==> src/rtl/wpbe_pkg.sv <==
package wpbe_pkg;

   localparam int QueueDepth   = 2;
   localparam int BitsPerPixel = 24;
   localparam int ByteBits     = 8;
   localparam int NumSlots     = 3;
   localparam int IdxBits      = $clog2(BitsPerPixel);

   localparam logic [3:0] OneHigh  = 4'd8;
   localparam logic [3:0] OneLow   = 4'd4;
   localparam logic [3:0] ZeroHigh = 4'd4;
   localparam logic [3:0] ZeroLow  = 4'd8;

   localparam logic [IdxBits-1:0] LastIdx = IdxBits'(BitsPerPixel - 1);

   // register index, taken from paddr[3:2]
   localparam logic [1:0] RegBrightness = 2'd0;
   localparam logic [1:0] RegRedPos     = 2'd1;
   localparam logic [1:0] RegGreenPos   = 2'd2;
   localparam logic [1:0] RegBluePos    = 2'd3;

   localparam logic [7:0] BrightnessReset = 8'd255;
   localparam logic [1:0] RedPosReset     = 2'd1;
   localparam logic [1:0] GreenPosReset   = 2'd0;
   localparam logic [1:0] BluePosReset    = 2'd2;

   typedef struct packed {
      logic [7:0] brightness;
      logic [1:0] red_pos;
      logic [1:0] green_pos;
      logic [1:0] blue_pos;
   } cfg_type;

   typedef struct packed {
      logic [BitsPerPixel-1:0] bits;
      logic                    last;
   } word_type;

   // (c * b) / 255, exact for all 16-bit products
   function automatic logic [7:0] scale_channel(logic [7:0] c, logic [7:0] b);
      logic [15:0] prod;
      logic [16:0] sum;
      prod = c * b;
      sum  = {1'b0, prod} + {9'd0, prod[15:8]} + 17'd1;
      return sum[15:8];
   endfunction

endpackage

==> src/rtl/wpbe_front.sv <==
module wpbe_front (
   input  logic                          req_push,
   input  logic [23:0]                   req_pixel_color,
   input  logic                          req_last_pixel,
   input  wpbe_pkg::cfg_type             cfg,
   input  logic                          q_full,
   output logic                          q_push,
   output wpbe_pkg::word_type            q_data
);
   import wpbe_pkg::*;

   logic [7:0] red_s;
   logic [7:0] green_s;
   logic [7:0] blue_s;
   logic [ByteBits-1:0] slot [NumSlots];

   assign red_s   = scale_channel(req_pixel_color[23:16], cfg.brightness);
   assign green_s = scale_channel(req_pixel_color[15:8], cfg.brightness);
   assign blue_s  = scale_channel(req_pixel_color[7:0], cfg.brightness);

   // later channel wins on collision; position three lands nowhere
   always_comb begin
      for (int i = 0; i < NumSlots; i++) begin
         if (cfg.blue_pos == 2'(i)) begin
            slot[i] = blue_s;
         end else if (cfg.green_pos == 2'(i)) begin
            slot[i] = green_s;
         end else if (cfg.red_pos == 2'(i)) begin
            slot[i] = red_s;
         end else begin
            slot[i] = '0;
         end
      end
   end

   assign q_push      = req_push & ~q_full;
   assign q_data.bits = {slot[0], slot[1], slot[2]};
   assign q_data.last = req_last_pixel;

endmodule

==> src/rtl/wpbe_queue.sv <==
module wpbe_queue #(
   parameter int Depth = wpbe_pkg::QueueDepth
) (
   input  logic               clock,
   input  logic               reset,
   input  logic               push,
   input  wpbe_pkg::word_type push_data,
   output logic               full,
   input  logic               pop,
   output logic               valid,
   output wpbe_pkg::word_type pop_data
);
   import wpbe_pkg::*;

   localparam int PtrW = (Depth > 1) ? $clog2(Depth) : 1;
   localparam int CntW = $clog2(Depth + 1);
   localparam logic [PtrW-1:0] PtrLast = PtrW'(Depth - 1);
   localparam logic [CntW-1:0] CntFull = CntW'(Depth);

   word_type        mem_ff [Depth];
   logic [PtrW-1:0] wr_ptr_ff, wr_ptr_in;
   logic [PtrW-1:0] rd_ptr_ff, rd_ptr_in;
   logic [CntW-1:0] count_ff, count_in;

   assign full     = (count_ff == CntFull);
   assign valid    = (count_ff != '0);
   assign pop_data = mem_ff[rd_ptr_ff];

   always_comb begin
      wr_ptr_in = wr_ptr_ff;
      rd_ptr_in = rd_ptr_ff;
      count_in  = count_ff;
      if (push) begin
         wr_ptr_in = (wr_ptr_ff == PtrLast) ? '0 : wr_ptr_ff + 1'b1;
      end
      if (pop) begin
         rd_ptr_in = (rd_ptr_ff == PtrLast) ? '0 : rd_ptr_ff + 1'b1;
      end
      if (push && !pop) begin
         count_in = count_ff + 1'b1;
      end else if (pop && !push) begin
         count_in = count_ff - 1'b1;
      end
   end

   always_ff @(posedge clock) begin
      if (reset) begin
         wr_ptr_ff <= '0;
         rd_ptr_ff <= '0;
         count_ff  <= '0;
      end else begin
         wr_ptr_ff <= wr_ptr_in;
         rd_ptr_ff <= rd_ptr_in;
         count_ff  <= count_in;
      end
   end

   always_ff @(posedge clock) begin
      if (push) begin
         mem_ff[wr_ptr_ff] <= push_data;
      end
   end

endmodule

==> src/rtl/wpbe_back.sv <==
module wpbe_back (
   input  logic               clock,
   input  logic               reset,
   input  logic               q_valid,
   input  wpbe_pkg::word_type q_data,
   output logic               q_pop,
   output logic               rsp_empty,
   input  logic               rsp_pop,
   output logic [3:0]         rsp_high_ticks,
   output logic [3:0]         rsp_low_ticks,
   output logic               rsp_pixel_done,
   output logic               rsp_frame_done
);
   import wpbe_pkg::*;

   logic                    busy_ff, busy_in;
   logic [BitsPerPixel-1:0] word_ff, word_in;
   logic                    last_ff, last_in;
   logic [IdxBits-1:0]      idx_ff, idx_in;
   logic                    out_valid_ff, out_valid_in;
   logic [3:0]              high_ff, high_in;
   logic [3:0]              low_ff, low_in;
   logic                    pdone_ff, pdone_in;
   logic                    fdone_ff, fdone_in;
   logic                    advance;
   logic                    at_end;
   logic                    bit_now;

   assign advance = busy_ff & (~out_valid_ff | rsp_pop);
   assign at_end  = (idx_ff == LastIdx);
   assign q_pop   = q_valid & (~busy_ff | (advance & at_end));
   assign bit_now = word_ff[BitsPerPixel-1];

   always_comb begin
      busy_in      = busy_ff;
      word_in      = word_ff;
      last_in      = last_ff;
      idx_in       = idx_ff;
      out_valid_in = out_valid_ff;
      high_in      = high_ff;
      low_in       = low_ff;
      pdone_in     = pdone_ff;
      fdone_in     = fdone_ff;
      if (advance) begin
         out_valid_in = 1'b1;
         high_in      = bit_now ? OneHigh : ZeroHigh;
         low_in       = bit_now ? OneLow : ZeroLow;
         pdone_in     = at_end;
         fdone_in     = at_end & last_ff;
         word_in      = {word_ff[BitsPerPixel-2:0], 1'b0};
         idx_in       = idx_ff + 1'b1;
         if (at_end) begin
            busy_in = 1'b0;
         end
      end else if (rsp_pop) begin
         out_valid_in = 1'b0;
      end
      if (q_pop) begin
         busy_in = 1'b1;
         word_in = q_data.bits;
         last_in = q_data.last;
         idx_in  = '0;
      end
   end

   always_ff @(posedge clock) begin
      if (reset) begin
         busy_ff      <= 1'b0;
         out_valid_ff <= 1'b0;
      end else begin
         busy_ff      <= busy_in;
         out_valid_ff <= out_valid_in;
      end
   end

   always_ff @(posedge clock) begin
      word_ff  <= word_in;
      last_ff  <= last_in;
      idx_ff   <= idx_in;
      high_ff  <= high_in;
      low_ff   <= low_in;
      pdone_ff <= pdone_in;
      fdone_ff <= fdone_in;
   end

   assign rsp_empty      = ~out_valid_ff;
   assign rsp_high_ticks = high_ff;
   assign rsp_low_ticks  = low_ff;
   assign rsp_pixel_done = pdone_ff;
   assign rsp_frame_done = fdone_ff;

endmodule

==> src/rtl/ws2812_pixel_bit_encoder.sv <==
// An accepted item passes the queue and the serializer word register; its first symbol is then
// registered onto the rsp_ ports when the serializer is free.
// Throughput: 24 symbols per item, one per cycle while rsp_pop keeps the output drained.
// A small queue decouples pixel scaling from serialization.
// Reset (synchronous): queue and output empty, registers to brightness 255, positions 1/0/2.
module ws2812_pixel_bit_encoder #(
   parameter int QueueDepth = wpbe_pkg::QueueDepth
) (
   input  logic        clock,
   input  logic        reset,
   input  logic        req_push,
   output logic        req_full,
   input  logic [23:0] req_pixel_color,
   input  logic        req_last_pixel,
   output logic        rsp_empty,
   input  logic        rsp_pop,
   output logic [3:0]  rsp_high_ticks,
   output logic [3:0]  rsp_low_ticks,
   output logic        rsp_pixel_done,
   output logic        rsp_frame_done,
   input  logic        csr_psel,
   input  logic        csr_penable,
   input  logic        csr_pwrite,
   input  logic [3:0]  csr_paddr,
   input  logic [31:0] csr_pwdata,
   output logic [31:0] csr_prdata,
   output logic        csr_pready
);
   import wpbe_pkg::*;

   cfg_type  cfg_ff, cfg_in;
   logic     cfg_we;
   logic     q_push;
   logic     q_pop;
   logic     q_valid;
   word_type q_wdata;
   word_type q_rdata;

   assign csr_pready = 1'b1;
   assign cfg_we     = csr_psel & csr_penable & csr_pwrite & csr_pready;

   always_comb begin
      cfg_in = cfg_ff;
      if (cfg_we) begin
         case (csr_paddr[3:2])
            RegBrightness: cfg_in.brightness = csr_pwdata[7:0];
            RegRedPos:     cfg_in.red_pos    = csr_pwdata[1:0];
            RegGreenPos:   cfg_in.green_pos  = csr_pwdata[1:0];
            RegBluePos:    cfg_in.blue_pos   = csr_pwdata[1:0];
            default:       cfg_in = cfg_ff;
         endcase
      end
   end

   always_comb begin
      case (csr_paddr[3:2])
         RegBrightness: csr_prdata = {24'd0, cfg_ff.brightness};
         RegRedPos:     csr_prdata = {30'd0, cfg_ff.red_pos};
         RegGreenPos:   csr_prdata = {30'd0, cfg_ff.green_pos};
         RegBluePos:    csr_prdata = {30'd0, cfg_ff.blue_pos};
         default:       csr_prdata = '0;
      endcase
   end

   always_ff @(posedge clock) begin
      if (reset) begin
         cfg_ff.brightness <= BrightnessReset;
         cfg_ff.red_pos    <= RedPosReset;
         cfg_ff.green_pos  <= GreenPosReset;
         cfg_ff.blue_pos   <= BluePosReset;
      end else begin
         cfg_ff <= cfg_in;
      end
   end

   wpbe_front u_front (
      .req_push        (req_push),
      .req_pixel_color (req_pixel_color),
      .req_last_pixel  (req_last_pixel),
      .cfg             (cfg_ff),
      .q_full          (req_full),
      .q_push          (q_push),
      .q_data          (q_wdata)
   );

   wpbe_queue #(
      .Depth (QueueDepth)
   ) u_queue (
      .clock     (clock),
      .reset     (reset),
      .push      (q_push),
      .push_data (q_wdata),
      .full      (req_full),
      .pop       (q_pop),
      .valid     (q_valid),
      .pop_data  (q_rdata)
   );

   wpbe_back u_back (
      .clock          (clock),
      .reset          (reset),
      .q_valid        (q_valid),
      .q_data         (q_rdata),
      .q_pop          (q_pop),
      .rsp_empty      (rsp_empty),
      .rsp_pop        (rsp_pop),
      .rsp_high_ticks (rsp_high_ticks),
      .rsp_low_ticks  (rsp_low_ticks),
      .rsp_pixel_done (rsp_pixel_done),
      .rsp_frame_done (rsp_frame_done)
   );

endmodule

==> config.mk <==
export PLATFORM = sky130hd
export DESIGN_NAME = ws2812_pixel_bit_encoder
export DESIGN_NICKNAME = d
export VERILOG_FILES = /design/src/rtl/wpbe_pkg.sv /design/src/rtl/wpbe_front.sv /design/src/rtl/wpbe_queue.sv /design/src/rtl/wpbe_back.sv /design/src/rtl/ws2812_pixel_bit_encoder.sv
export SDC_FILE = /design/constraint.sdc
export NUM_CORES = 1
export LEC_CHECK = 0
export BUFFER_PORTS_ARGS = -buffer_cell sky130_fd_sc_hd__buf_2
export CAP_MARGIN = 40
export CORE_MARGIN = 2
export CORE_UTILIZATION = 60
export CTS_BUF_LIST = sky130_fd_sc_hd__clkbuf_4 sky130_fd_sc_hd__clkbuf_8 sky130_fd_sc_hd__clkbuf_16
export CTS_CLUSTER_DIAMETER = 80
export CTS_CLUSTER_SIZE = 12
export DETAILED_ROUTE_END_ITERATION = 6
export PLACE_DENSITY_LB_ADDON = 0.25
export SLEW_MARGIN = 20
export SYNTH_ARGS = -nofsm -noshare
export SYNTH_HDL_FRONTEND = slang
export SYNTH_SLANG_ARGS = --single-unit
==> constraint.sdc <==
create_clock -name clock -period 9.1 [get_ports clock]
set_input_delay 0.91 -clock clock [delete_from_list [all_inputs] [get_ports clock]]
set_output_delay 0.91 -clock clock [all_outputs]
set_load 0.05 [all_outputs]
==> results.yml <==
sta:
  setup-tns-final_ns: 0
  fin_skew_ns: 0.0129
  setup_violations: 0
  setup_slack_ns: 1.71
  max_freq_mhz: 135
  layout_min_cycle_time_ns: 7.39
  period_share: 0.812
  hold_viol: 0
  max_slew_margin: 0.563
  hold-worst-slack_ns: 0.457
  rsz0062_at_grt: "false"
  worst_pin_slew_ns: 0.653
  final_max_slew_viol_count: 0
routing:
  first_pass_iters: 5
  wl_um: 25300
  drt_iter0_markers: 473
  viasPerCell: 5.54
  vias: 8944
  drc: 0
  postRouteAntennaNets: 0
  wire_per_inst_um: 15.7
global_routing:
  grt_usage: 0.244
  antenna_found_initial: 0
  grt_overflow: 0
  grt_pass1_wl_um: 42700
  grt_max_degree: 55
  grt_pass1_vias: 8966
synth:
  ys_async_sr_fraction: 0
  synth_ff_type: "edfxtp_1"
  yosysUniqueCellTypes: 71
  synth_edf_count: 79
  syn_inst: 1298
  ys_seq_area_frac: 0.237
  yosysWarnings: 0
  ys_seq_elements: 105
  avgSynthCellArea_um2: 9.40
  netlist_area_um2: 12200
cells_and_area:
  diodes: 0
  drive_gt1_frac: 0.0774
  area_delta_synth_final_pct: 6.47
  fin_nets: 1646
critical_path:
  endpoint_kind: "flop"
  worstPathArrival_ns: 7.49
  critical_path.slowest_cell: "dfxtp_1"
  worstPathMaxFanout: 14
  crit_required_ns: 9.21
  setup.worst_path.start_class: "flop"
  worst-setup-path-type: "reg -> reg"
  max_stage_delay_ns: 0.72
place:
  post-dp-hpwl_um: 20200
  io_buffers: 57
  gp_congestion: 0.874
  pre_cts_slack_ns: 1.50
floorplan:
  die_w_um: 147
  start_util: 0.607
  dieArea_um2: 21500
  rows: 52
  core_area_um2: 20100
  chipHeight_um: 147
  pin_count: 113
clock_network:
  post_cts_resized: 0
  cts_tree: "yes"
  cts_hold_buf: 0
  root_buffer: "clkbuf_16"
  htree_levels: 3
  postCtsSetupBuffers: 0
  insertion_delay_ns: 0.35
  numCtsBuffers: 9
  cts_buffer_depth: 2
  clock_sinks: 105
  cts.clk_slew.worst_paths_ns: 0.08
outcome:
  status: "finished, final reports clean"
min_path:
  hold_path_class: "reg -> reg"
job:
  cap_violations: 0
Yosys cell counts, types with 25 or more instances:
| library cell | count | area share |
|---|---|---|
| a21oi_1 | 64 | 0.026 |
| edfxtp_1 | 79 | 0.19 |
| xnor2_1 | 36 | 0.026 |
| and2_1 | 160 | 0.082 |
| clkbuf_1 | 28 | 0.0086 |
| inv_1 | 181 | 0.056 |
| dfxtp_1 | 26 | 0.043 |
| nand2_1 | 103 | 0.032 |
| buf_4 | 31 | 0.019 |
| mux2i_1 | 30 | 0.025 |
| ha_1 | 131 | 0.13 |
| nor2_1 | 66 | 0.020 |
| fa_1 | 108 | 0.18 |
| xor2_1 | 25 | 0.018 |
final cells by class:
type,instances,area [µm²]
clock buffers,10,233
clock inverters,6,61.3
fillers,1642,7110
inverters,182,683
multi-input cells,972,8360
flip-flops and latches,105,2890
well taps,270,338
repair buffers,69,425
logic make-up (layout without fill, tap and decap cells):
family	Yosys count	count (layout)	synth area share
xor+xnor	62	62	0.0457
compound gates	178	178	0.100
simple gates	431	431	0.189
flops	105	105	0.237
buf+inv	248	267	0.0864
mux	33	33	0.0292
fa+ha+maj	239	239	0.311
other cells	2	29	0.000615
flip-flops by register name, summed over array words and instances, names as in the netlist, named ones only:
| register | count |
|---|---|
| u_queue.mem_ff | 50 |
| u_back.word_ff | 24 |
| cfg_ff | 14 |
| u_back.idx_ff | 5 |
| u_queue.count_ff | 2 |
| u_back.busy_ff | 1 |
| u_back.last_ff | 1 |
| u_back.out_valid_ff | 1 |
| u_back.rsp_frame_done | 1 |
| u_back.rsp_high_ticks | 1 |
| u_back.rsp_low_ticks | 1 |
| u_back.rsp_pixel_done | 1 |
| u_queue.rd_ptr_ff | 1 |
| u_queue.wr_ptr_ff | 1 |
path summary, 6_finish.rpt:
path | startpoint | endpoint | slack [ns] | depth (start not counted)
setup / recovery | cfg_ff[12] | u_queue.mem_ff[0][16] | 1.71 | 26
hold / removal | u_back.word_ff[23] | u_back.rsp_low_ticks[2] | 0.46 | 0
setup reg to reg | cfg_ff[12] | u_queue.mem_ff[0][16] | 1.71 | 26
hold reg to reg | u_back.word_ff[23] | u_back.rsp_low_ticks[2] | 0.46 | 0
worst max-delay path, delay by kind of cell, from the launching register on:
kind	cells	cell delay (ns)
DFF	1	0.72
adders and majority gates	6	2.55
AOI/OAI and AO/OA	6	1.21
and+or+nand+nor	7	1.44
buffers and inverters	5	0.53
xor gates and xnor gates	2	0.66
metal layers:
metal | global-route usage | vias up | routed length, µm
li1 | - | 4356 | -
met4 | 0.0626 | 0 | 437
met3 | 0.0241 | 28 | 853
met2 | 0.436 | 174 | 12700
met5 | 0 | - | 0
met1 | 0.320 | 4386 | 11200
layout by cell type (no fill, tap or decap), drive strengths merged, types with 3 or more instances in the layout:
cell type	n
or2	3
mux2i	30
or3	7
xor2	25
nand4	6
nand3b	11
conb	29
o21bai	3
inv	186
o21a	4
o221ai	15
o21ai	22
a31oi	4
ha	131
nand4b	3
nand2b	14
a21oi	64
buf	69
a211oi	9
clkbuf	10
dfxtp	26
a31o	3
o211ai	5
fa	108
a221o	7
nor3b	7
nor2b	7
nand3	14
edfxtp	79
xnor2	36
nand2	103
o22ai	5
and3	6
a21o	16
nor2	66
and2	160
nor3	13
stage by stage:
stage | cells | util | area, µm²
floorplan | 1325 | - | 12300
global placement | 1592 | 0.627 | 12600
detailed placement | 1595 | 0.629 | 12700
CTS | 1611 | 0.644 | 12900
global route | 1614 | 0.646 | 13000
finish | 1614 | 0.646 | 13000
Power is not shown: default switching activity piles up to over one toggle a cycle in this logic, so the estimate is an artifact.
